File: src/rtl/ifke_pkg.sv
// shared types and constants of the ip flow key extractor
package ifke_pkg;

  // frame byte counter saturates here
  localparam int MAX_FRAME_BYTES = 16383;
  localparam int POS_W = $clog2(MAX_FRAME_BYTES + 1);
  // width used for the length check, holds both the count and the needed length
  localparam int CMP_W = (POS_W > 9) ? POS_W : 9;
  // bytes past the l3 start that can hold a captured field
  localparam int CAP_SPAN = 44;

  localparam logic [15:0] ETH_IPV4 = 16'h0800;
  localparam logic [15:0] ETH_IPV6 = 16'h86DD;
  localparam logic [7:0] PROTO_TCP = 8'd6;
  localparam logic [7:0] PROTO_UDP = 8'd17;
  localparam logic [15:0] FRAG_MASK = 16'h2000 | 16'h1FFF;
  localparam logic [19:0] LABEL_MASK = 20'hFFFFF;
  localparam logic [3:0] IPV4_IHL = 4'd5;
  localparam logic [8:0] IPV4_HDR_LEN = 9'd20;
  localparam logic [8:0] IPV6_HDR_LEN = 9'd40;
  localparam logic [8:0] PORT_BYTES = 9'd4;

  typedef enum logic [1:0] {
    FAM_NONE = 2'd0,
    FAM_IPV4 = 2'd1,
    FAM_IPV6 = 2'd2
  } family_e;

  // header fields captured while a frame streams in
  typedef struct packed {
    logic [31:0] first_word;
    logic [15:0] frag;
    logic [7:0]  proto;
    logic [63:0] src_hi;
    logic [63:0] src_lo;
    logic [63:0] dst_hi;
    logic [63:0] dst_lo;
    logic [31:0] ports;
  } capture_t;

  // everything known about a frame once its last byte is in
  typedef struct packed {
    logic [15:0]      ether_type;
    logic [7:0]       l3_offset;
    logic [POS_W-1:0] length;
    capture_t         cap;
  } frame_t;

  // one flow key with its verdict
  typedef struct packed {
    logic        verdict;
    family_e     family;
    logic [7:0]  proto;
    logic [63:0] src_hi;
    logic [63:0] src_lo;
    logic [63:0] dst_hi;
    logic [63:0] dst_lo;
    logic [15:0] src_port;
    logic [15:0] dst_port;
    logic [8:0]  transport_offset;
    logic [19:0] v6_label;
  } result_t;

endpackage

File: src/rtl/ifke_capture.sv
// byte counter and header field capture, frame register on the last byte
module ifke_capture (
  input  logic                 clk_i,
  input  logic                 rst_ni,
  input  logic                 in_valid_i,
  output logic                 in_ready_o,
  input  logic [7:0]           data_byte_i,
  input  logic                 first_byte_i,
  input  logic                 last_byte_i,
  input  logic [15:0]          ether_type_i,
  input  logic [7:0]           header_offset_i,
  output logic                 frame_valid_o,
  input  logic                 frame_ready_i,
  output ifke_pkg::frame_t     frame_o
);

  logic [ifke_pkg::POS_W-1:0] pos_q, pos_d, pos, pos_n, diff;
  logic [15:0] ether_q, ether;
  logic [7:0] off_q, off;
  ifke_pkg::capture_t cap_q, cap_d, cap, cap_n;
  ifke_pkg::frame_t frame_q;
  logic frame_valid_q, frame_valid_d;
  logic accept, in_win;
  logic [5:0] rel;

  assign in_ready_o = !frame_valid_q || frame_ready_i;
  assign accept = in_valid_i && in_ready_o;

  always_comb begin
    ether = first_byte_i ? ether_type_i : ether_q;
    off = first_byte_i ? header_offset_i : off_q;
    pos = first_byte_i ? '0 : pos_q;
    cap = first_byte_i ? '0 : cap_q;
    diff = pos - ifke_pkg::POS_W'(off);
    in_win = (pos >= ifke_pkg::POS_W'(off)) && (diff < ifke_pkg::POS_W'(ifke_pkg::CAP_SPAN));
    rel = diff[5:0];
    cap_n = cap;
    pos_n = pos;
    if (pos < ifke_pkg::POS_W'(ifke_pkg::MAX_FRAME_BYTES)) begin
      pos_n = pos + ifke_pkg::POS_W'(1);
      if (in_win) begin
        if (ether == ifke_pkg::ETH_IPV4) begin
          if (rel < 6'd4) begin
            cap_n.first_word = {cap.first_word[23:0], data_byte_i};
          end else if (rel == 6'd6 || rel == 6'd7) begin
            cap_n.frag = {cap.frag[7:0], data_byte_i};
          end else if (rel == 6'd9) begin
            cap_n.proto = data_byte_i;
          end else if (rel >= 6'd12 && rel < 6'd16) begin
            cap_n.src_lo = {32'd0, cap.src_lo[23:0], data_byte_i};
          end else if (rel >= 6'd16 && rel < 6'd20) begin
            cap_n.dst_lo = {32'd0, cap.dst_lo[23:0], data_byte_i};
          end else if (rel >= 6'd20 && rel < 6'd24) begin
            cap_n.ports = {cap.ports[23:0], data_byte_i};
          end
        end else if (ether == ifke_pkg::ETH_IPV6) begin
          if (rel < 6'd4) begin
            cap_n.first_word = {cap.first_word[23:0], data_byte_i};
          end else if (rel == 6'd6) begin
            cap_n.proto = data_byte_i;
          end else if (rel >= 6'd8 && rel < 6'd16) begin
            cap_n.src_hi = {cap.src_hi[55:0], data_byte_i};
          end else if (rel >= 6'd16 && rel < 6'd24) begin
            cap_n.src_lo = {cap.src_lo[55:0], data_byte_i};
          end else if (rel >= 6'd24 && rel < 6'd32) begin
            cap_n.dst_hi = {cap.dst_hi[55:0], data_byte_i};
          end else if (rel >= 6'd32 && rel < 6'd40) begin
            cap_n.dst_lo = {cap.dst_lo[55:0], data_byte_i};
          end else if (rel >= 6'd40 && rel < 6'd44) begin
            cap_n.ports = {cap.ports[23:0], data_byte_i};
          end
        end
      end
    end
    // counter and captures restart after the last byte
    pos_d = last_byte_i ? '0 : pos_n;
    cap_d = last_byte_i ? '0 : cap_n;
    if (accept && last_byte_i) begin
      frame_valid_d = 1'b1;
    end else if (frame_ready_i) begin
      frame_valid_d = 1'b0;
    end else begin
      frame_valid_d = frame_valid_q;
    end
  end

  always_ff @(posedge clk_i or negedge rst_ni) begin
    if (!rst_ni) begin
      pos_q <= '0;
      ether_q <= '0;
      off_q <= '0;
      cap_q <= '0;
      frame_valid_q <= 1'b0;
    end else begin
      frame_valid_q <= frame_valid_d;
      if (accept) begin
        pos_q <= pos_d;
        ether_q <= ether;
        off_q <= off;
        cap_q <= cap_d;
      end
    end
  end

  always_ff @(posedge clk_i) begin
    if (accept && last_byte_i) begin
      frame_q <= '{ether_type: ether, l3_offset: off, length: pos_n, cap: cap_n};
    end
  end

  assign frame_valid_o = frame_valid_q;
  assign frame_o = frame_q;

endmodule

File: src/rtl/ifke_verdict.sv
// fast path checks and flow key build into the output register
module ifke_verdict (
  input  logic                 clk_i,
  input  logic                 rst_ni,
  input  logic                 frame_valid_i,
  output logic                 frame_ready_o,
  input  ifke_pkg::frame_t     frame_i,
  output logic                 out_valid_o,
  input  logic                 out_ready_i,
  output ifke_pkg::result_t    result_o
);

  ifke_pkg::result_t res_q, res_d;
  logic out_valid_q;
  logic advance, proto_ok, ok;
  logic [8:0] hdr_len, toff, need;
  ifke_pkg::family_e family;

  assign advance = !out_valid_q || out_ready_i;
  assign frame_ready_o = advance;

  always_comb begin
    proto_ok = (frame_i.cap.proto == ifke_pkg::PROTO_TCP) ||
               (frame_i.cap.proto == ifke_pkg::PROTO_UDP);
    if (frame_i.ether_type == ifke_pkg::ETH_IPV4) begin
      family = ifke_pkg::FAM_IPV4;
      hdr_len = ifke_pkg::IPV4_HDR_LEN;
      ok = (frame_i.cap.first_word[27:24] == ifke_pkg::IPV4_IHL) &&
           ((frame_i.cap.frag & ifke_pkg::FRAG_MASK) == 16'd0) && proto_ok;
    end else if (frame_i.ether_type == ifke_pkg::ETH_IPV6) begin
      family = ifke_pkg::FAM_IPV6;
      hdr_len = ifke_pkg::IPV6_HDR_LEN;
      ok = proto_ok;
    end else begin
      family = ifke_pkg::FAM_NONE;
      hdr_len = 9'd0;
      ok = 1'b0;
    end
    toff = {1'b0, frame_i.l3_offset} + hdr_len;
    need = toff + ifke_pkg::PORT_BYTES;
    // frame too short to hold the header and both ports
    if (ifke_pkg::CMP_W'(frame_i.length) < ifke_pkg::CMP_W'(need)) begin
      ok = 1'b0;
    end
    res_d = '0;
    if (!ok) begin
      res_d.verdict = 1'b1;
    end else begin
      res_d.family = family;
      res_d.proto = frame_i.cap.proto;
      res_d.src_hi = frame_i.cap.src_hi;
      res_d.src_lo = frame_i.cap.src_lo;
      res_d.dst_hi = frame_i.cap.dst_hi;
      res_d.dst_lo = frame_i.cap.dst_lo;
      res_d.src_port = frame_i.cap.ports[31:16];
      res_d.dst_port = frame_i.cap.ports[15:0];
      res_d.transport_offset = toff;
      res_d.v6_label = (family == ifke_pkg::FAM_IPV6) ?
                       (frame_i.cap.first_word[19:0] & ifke_pkg::LABEL_MASK) : 20'd0;
    end
  end

  always_ff @(posedge clk_i or negedge rst_ni) begin
    if (!rst_ni) begin
      out_valid_q <= 1'b0;
    end else if (advance) begin
      out_valid_q <= frame_valid_i;
    end
  end

  always_ff @(posedge clk_i) begin
    if (advance && frame_valid_i) begin
      res_q <= res_d;
    end
  end

  assign out_valid_o = out_valid_q;
  assign result_o = res_q;

endmodule

File: src/rtl/ip_flow_key_extractor.sv
// top level of the ip flow key extractor
// Takes a frame one byte per cycle while s_axis_tready is high and, on the
// byte marked tlast, emits one flow key request per frame; only IPv4 or IPv6
// frames carrying TCP or UDP can get a key, the rest are marked drop. The byte
// marked in tuser starts a frame and samples the ethertype and the layer-3
// offset carried beside it in tdata. The key of a frame is registered first
// in the frame register and then in the output register, and
// m_axis_tuser set means drop (all key fields then read zero). A frame
// register and the output register sit between the two sides, so s_axis_tready
// drops only while both hold a key and the output side is stalled; every byte
// then waits, not only a last one. The byte counter stops at
// ifke_pkg::MAX_FRAME_BYTES and bytes beyond it are ignored. Bytes that arrive
// with no start marker continue as a new frame with the last sampled ethertype
// and offset.
module ip_flow_key_extractor (
  input  logic         clk_i,
  input  logic         rst_ni,
  // input byte stream
  input  logic         s_axis_tvalid,
  output logic         s_axis_tready,
  // [7:0] data_byte, [23:8] ether_type, [31:24] header_offset
  input  logic [31:0]  s_axis_tdata,
  // [0] first_byte
  input  logic         s_axis_tuser,
  // last_byte
  input  logic         s_axis_tlast,
  // flow key stream
  output logic         m_axis_tvalid,
  input  logic         m_axis_tready,
  // [1:0] addr_family, [9:2] ip_protocol, [73:10] src_addr_high,
  // [137:74] src_addr_low, [201:138] dst_addr_high, [265:202] dst_addr_low,
  // [281:266] src_port, [297:282] dst_port, [306:298] transport_offset,
  // [326:307] ipv6 label, [335:327] zero
  output logic [335:0] m_axis_tdata,
  // [0] verdict
  output logic         m_axis_tuser
);

  ifke_pkg::frame_t  frame;
  ifke_pkg::result_t result;
  logic frame_valid, frame_ready;

  // byte counting and field capture; frame snapshot on the last byte
  ifke_capture u_capture (
    .clk_i           (clk_i),
    .rst_ni          (rst_ni),
    .in_valid_i      (s_axis_tvalid),
    .in_ready_o      (s_axis_tready),
    .data_byte_i     (s_axis_tdata[7:0]),
    .first_byte_i    (s_axis_tuser),
    .last_byte_i     (s_axis_tlast),
    .ether_type_i    (s_axis_tdata[23:8]),
    .header_offset_i (s_axis_tdata[31:24]),
    .frame_valid_o   (frame_valid),
    .frame_ready_i   (frame_ready),
    .frame_o         (frame)
  );

  // checks and key build into the output register
  ifke_verdict u_verdict (
    .clk_i         (clk_i),
    .rst_ni        (rst_ni),
    .frame_valid_i (frame_valid),
    .frame_ready_o (frame_ready),
    .frame_i       (frame),
    .out_valid_o   (m_axis_tvalid),
    .out_ready_i   (m_axis_tready),
    .result_o      (result)
  );

  assign m_axis_tuser = result.verdict;
  assign m_axis_tdata = {9'd0, result.v6_label, result.transport_offset,
                         result.dst_port, result.src_port, result.dst_lo,
                         result.dst_hi, result.src_lo, result.src_hi,
                         result.proto, result.family};

endmodule

File: config.mk
export PLATFORM = sky130hd
export DESIGN_NAME = ip_flow_key_extractor
export DESIGN_NICKNAME = d
export VERILOG_FILES = /design/src/rtl/ifke_pkg.sv /design/src/rtl/ifke_capture.sv /design/src/rtl/ifke_verdict.sv /design/src/rtl/ip_flow_key_extractor.sv
export SDC_FILE = /design/constraint.sdc
export NUM_CORES = 2
export LEC_CHECK = 0
export BUFFER_PORTS_ARGS = -buffer_cell sky130_fd_sc_hd__buf_2
export CAP_MARGIN = 10
export CORE_UTILIZATION = 39
export CTS_CLUSTER_SIZE = 12
export DETAILED_ROUTE_END_ITERATION = 7
export GPL_TIMING_DRIVEN = 0
export PLACE_DENSITY = 0.65
export SYNTH_ARGS = -nofsm -noshare
export SYNTH_HDL_FRONTEND = slang
export SYNTH_SLANG_ARGS = --single-unit
File: constraint.sdc
create_clock -name clk_i -period 22.4 [get_ports clk_i]
set_clock_uncertainty 0.05 [all_clocks]
set_input_delay 2.24 -clock clk_i [delete_from_list [all_inputs] [get_ports clk_i]]
set_output_delay 2.24 -clock clk_i [all_outputs]
set_load 0.01 [all_outputs]
==> impl_metrics.tcl <==
set metrics [dict create \
    worst_path_dominant_cell_family "buffers and inverters" \
    dieArea_um2 118000 \
    hold_start "u_capture.off_q[4]" \
    grt_first_pass_wirelength_um 188000 \
    startpoint_type "input pin" \
    placedCellCount 5437 \
    syn2layout_area_growth_pct 17.1 \
    htreeDepth 3 \
    core_um2 115000 \
    cts_buffer_depth 3 \
    post-route-period-util_pct 38.6 \
    grt.overflow.total 0 \
    drt_wl_total_um 128000 \
    min_to "u_capture.off_q[4]" \
    row_count 124 \
    irDropWorstVdd_mv 0.0562 \
    utilization_pct 46.3 \
    ant_nets 0 \
    clkPwrFrac_pct 42.7 \
    num_vias 30600 \
    r2r_end "u_verdict.result_o[190]" \
    synth_top_area_share_pct 46.3 \
    grt_max_degree 137 \
    syn_area_um2 45400 \
    seq_power_share_pct 51.2 \
    grtUsageTotal_pct 21.4 \
    ctsResizeCount 0 \
    worstPathRequired_ns 22.74 \
    synth_top_area_cell "edfxtp_1" \
    worstHoldPathType "flop to flop" \
    cap_viol_max_count 0 \
    netSwitchingFraction_pct 23.2 \
    antenna_found_initial 13 \
    reg2reg_depth 19 \
    r2r_setup_slack_ns 15.67 \
    drc_errors 0 \
    worst-path-buf-inv 9 \
    clock.fmax_ghz 0.116 \
    slew_headroom_pct 16.9 \
    place.gp.congestion 0.929 \
    synthArstFlopShare_pct 34.8 \
    ys.flop_type "edfxtp_1" \
    syn_inst 3535 \
    yosysSeqAreaShare_pct 67.0 \
    clk_latency_ns 0.73 \
    p_int_mw 3.32 \
    tns_ns 0 \
    grt_pass1_vias 29500 \
    status "completed" \
    period_needed_ns 8.64 \
    slowest_stage "buf_1" \
    cts_buffers 112 \
    p_leak_nw 20.7 \
    path_clk_slew_ns 0.06 \
    cts_tree "yes" \
    critPathArrivalTime_ns 8.98 \
    rsz0062_at_grt "no" \
    ctsHoldBuffers 0 \
    die_w_um 343 \
    firstDrtPassIters 6 \
    synth.avg_cell_area_um2 12.8 \
    drv_slew 0 \
    hold_viol 0 \
    wl_per_cell_um 22.6 \
    port_buffers 365 \
    clock_sinks 1074 \
    cts_root_buf "clkbuf_16" \
    floorplan.initialDensity_pct 39.5 \
    via_per_inst 5.42 \
    rr_startpoint "u_capture.frame_o[371]" \
    ios 377 \
    p_per_area_nw_per_um2 81.3 \
    slowest_delay_ns 0.85 \
    synth_area_leaders "edfxtp_1 (46%), dfrtp_1 (21%), a22o_1 (5.6%), and2_1 (4.5%), nand2_1 (3.9%)" \
    ys_warn_count 0 \
    cts_setup_buffers 0 \
    min_path_cells 2 \
    tightest_slew_ns 1.24 \
    final_layout_size_suffix_gt1_share_pct 16.7 \
    p_sw_mw 1.00 \
    drtIter0Drc 3253 \
    die_h_um 343 \
    finalNonFillerCells 5651 \
    crit_fanout 10 \
    criticalPathCategory "input pin to flop" \
    synth-edff-count 700 \
    crit_path_cell_trace "buf_6 -> buf_6 -> buf_4 -> buf_2 -> buf_1 -> buf_1 -> mux2i_1 -> ha_1 -> clkbuf_1 -> o21a_1 -> o31ai_1 -> a31oi_1 -> mux2i_1 -> o211a_2 -> buf_2 -> nand4_1 -> clkbuf_1 -> nand2_1 -> a21oi_1" \
    place_hpwl_um 91400 \
    combPwrFrac_pct 6.1 \
    n_fill_cell 10300 \
    p_total_mw 4.32 \
    final-setup-viol-count 0 \
    fin_nets 4101 \
    yosysUniqueCellTypes 87 \
    cp-end-kind "flop" \
    yosys_register_bits 1074 \
]
==> routing by layer <==
layer	vias to the layer above	track usage, %	part of all wire (%)
li1	13900	-	-
met1	15200	29.9	43
met5	-	0	0.063
met4	12	7.82	3.3
met2	1257	33.2	46
met3	238	4.11	7.6
==> through the flow <==
step	hold slack, ns	instance area [µm²]	setup slack, ns
after CTS	0.434	53100	13.92
final	0.431	53100	13.76
after detailed placement	0.420	49500	13.20
after floorplan	0.399	45400	11.31
after global placement	0.407	49100	6.76
after global routing	0.455	53100	13.47
==> layout make-up <==
type | instances | area, µm² | share of cell area (%)
diodes | 1 | 2.50 | 0.00471
plain buffers | 257 | 1250 | 2.35
clock buffers | 178 | 3280 | 6.17
clock inverters | 35 | 355 | 0.669
inverters | 37 | 146 | 0.276
multi-input cells | 2179 | 13700 | 25.7
flip-flops and latches | 1074 | 30400 | 57.2
well taps | 1512 | 1890 | 3.56
repair buffers | 378 | 2160 | 4.07
==> power by group through the flow <==
stage,combinational (mW),clock (mW),sequential [mW]
floorplan,0.123,0,2.29
global placement,0.249,0,2.29
detailed placement,0.263,0,2.25
CTS,0.263,1.88,2.21
global route,0.285,1.95,2.22
finish,0.264,1.84,2.21
==> cells in the final DEF, fill, tap and decap left out, types with 15 or more instances in the layout <==
master / n
dfrtp_1: 374
nor3_1: 27
a21oi_1: 213
mux2i_1: 91
buf_2: 417
clkbuf_1: 208
clkbuf_16: 116
inv_1: 35
a22oi_1: 30
a22o_1: 292
nand2_1: 476
nor2_1: 141
ha_1: 22
buf_6: 22
nor4_1: 21
edfxtp_1: 700
mux2_2: 18
nand3_1: 35
o21ai_0: 118
and3_1: 25
a21o_1: 24
a31oi_1: 15
nor2b_1: 40
and2_1: 327
o21ai_1: 16
o31ai_1: 21
==> synth_stat cells, drive strengths merged (15+ instances only) <==
cell type,count
edfxtp,700
mux2i,91
o21ai,135
nor2,141
a21oi,213
a21o,24
a211oi,16
and2,328
nor3,39
nand3,37
and3,25
nor2b,41
clkbuf,160
mux2,28
dfrtp,374
a22oi,30
nor4,25
ha,22
a22o,292
o31ai,21
nand2,476
a31oi,15
buf,97
inv,37
==> cells by family after synthesis <==
group           count (synthesis)  synth area share (%)
simple gates                 1177                  13.2
flops                        1074                  67.0
compound gates                822                  12.9
buf+inv                       294                  3.06
mux                           119                  2.78
fa+ha+maj                      24                 0.695
xor+xnor                       24                 0.480
other cells                     1               0.00827
==> state kept, by name (all words and copies together), names as in the netlist <==
signal and flops:
u_capture.frame_o 372, u_capture.cap_q 334, u_verdict.result_o 328, u_capture.ether_q 16, u_capture.pos_q 14, u_capture.off_q 8, u_capture.frame_valid_o 1, u_verdict.out_valid_o 1
==> worst max path at each step <==
stage	from	end	slack, ns	depth (start not counted)
after CTS	s_axis_tuser	u_capture.frame_o[158]	13.92	19
final	s_axis_tuser	u_capture.frame_o[158]	13.76	19
after global routing	s_axis_tuser	u_capture.frame_o[159]	13.47	19
after floorplan	m_axis_tready	u_capture.frame_o[0]	11.31	6
after global placement	m_axis_tready	u_capture.frame_o[284]	6.76	7
after detailed placement	s_axis_tuser	u_capture.frame_o[159]	13.20	19
==> worst reg2reg max path, cell delays in order (launching register included) <==
cell	delay (ns)
edfxtp_1	0.36
nor4_1	0.29
nand2_1	0.14
nor4_2	0.77
ha_1	0.38
a21o_1	0.18
a21oi_1	0.20
nor2b_1	0.07
o21ai_0	0.20
xor2_1	0.29
a211oi_1	0.09
a31oi_1	0.24
ha_1	0.21
or4_1	0.10
nor3_1	0.07
a21o_1	0.22
nor3_1	0.75
clkbuf_1	0.77
clkbuf_1	0.64
and2_1	0.48
(Power assumes the default switching activity.)
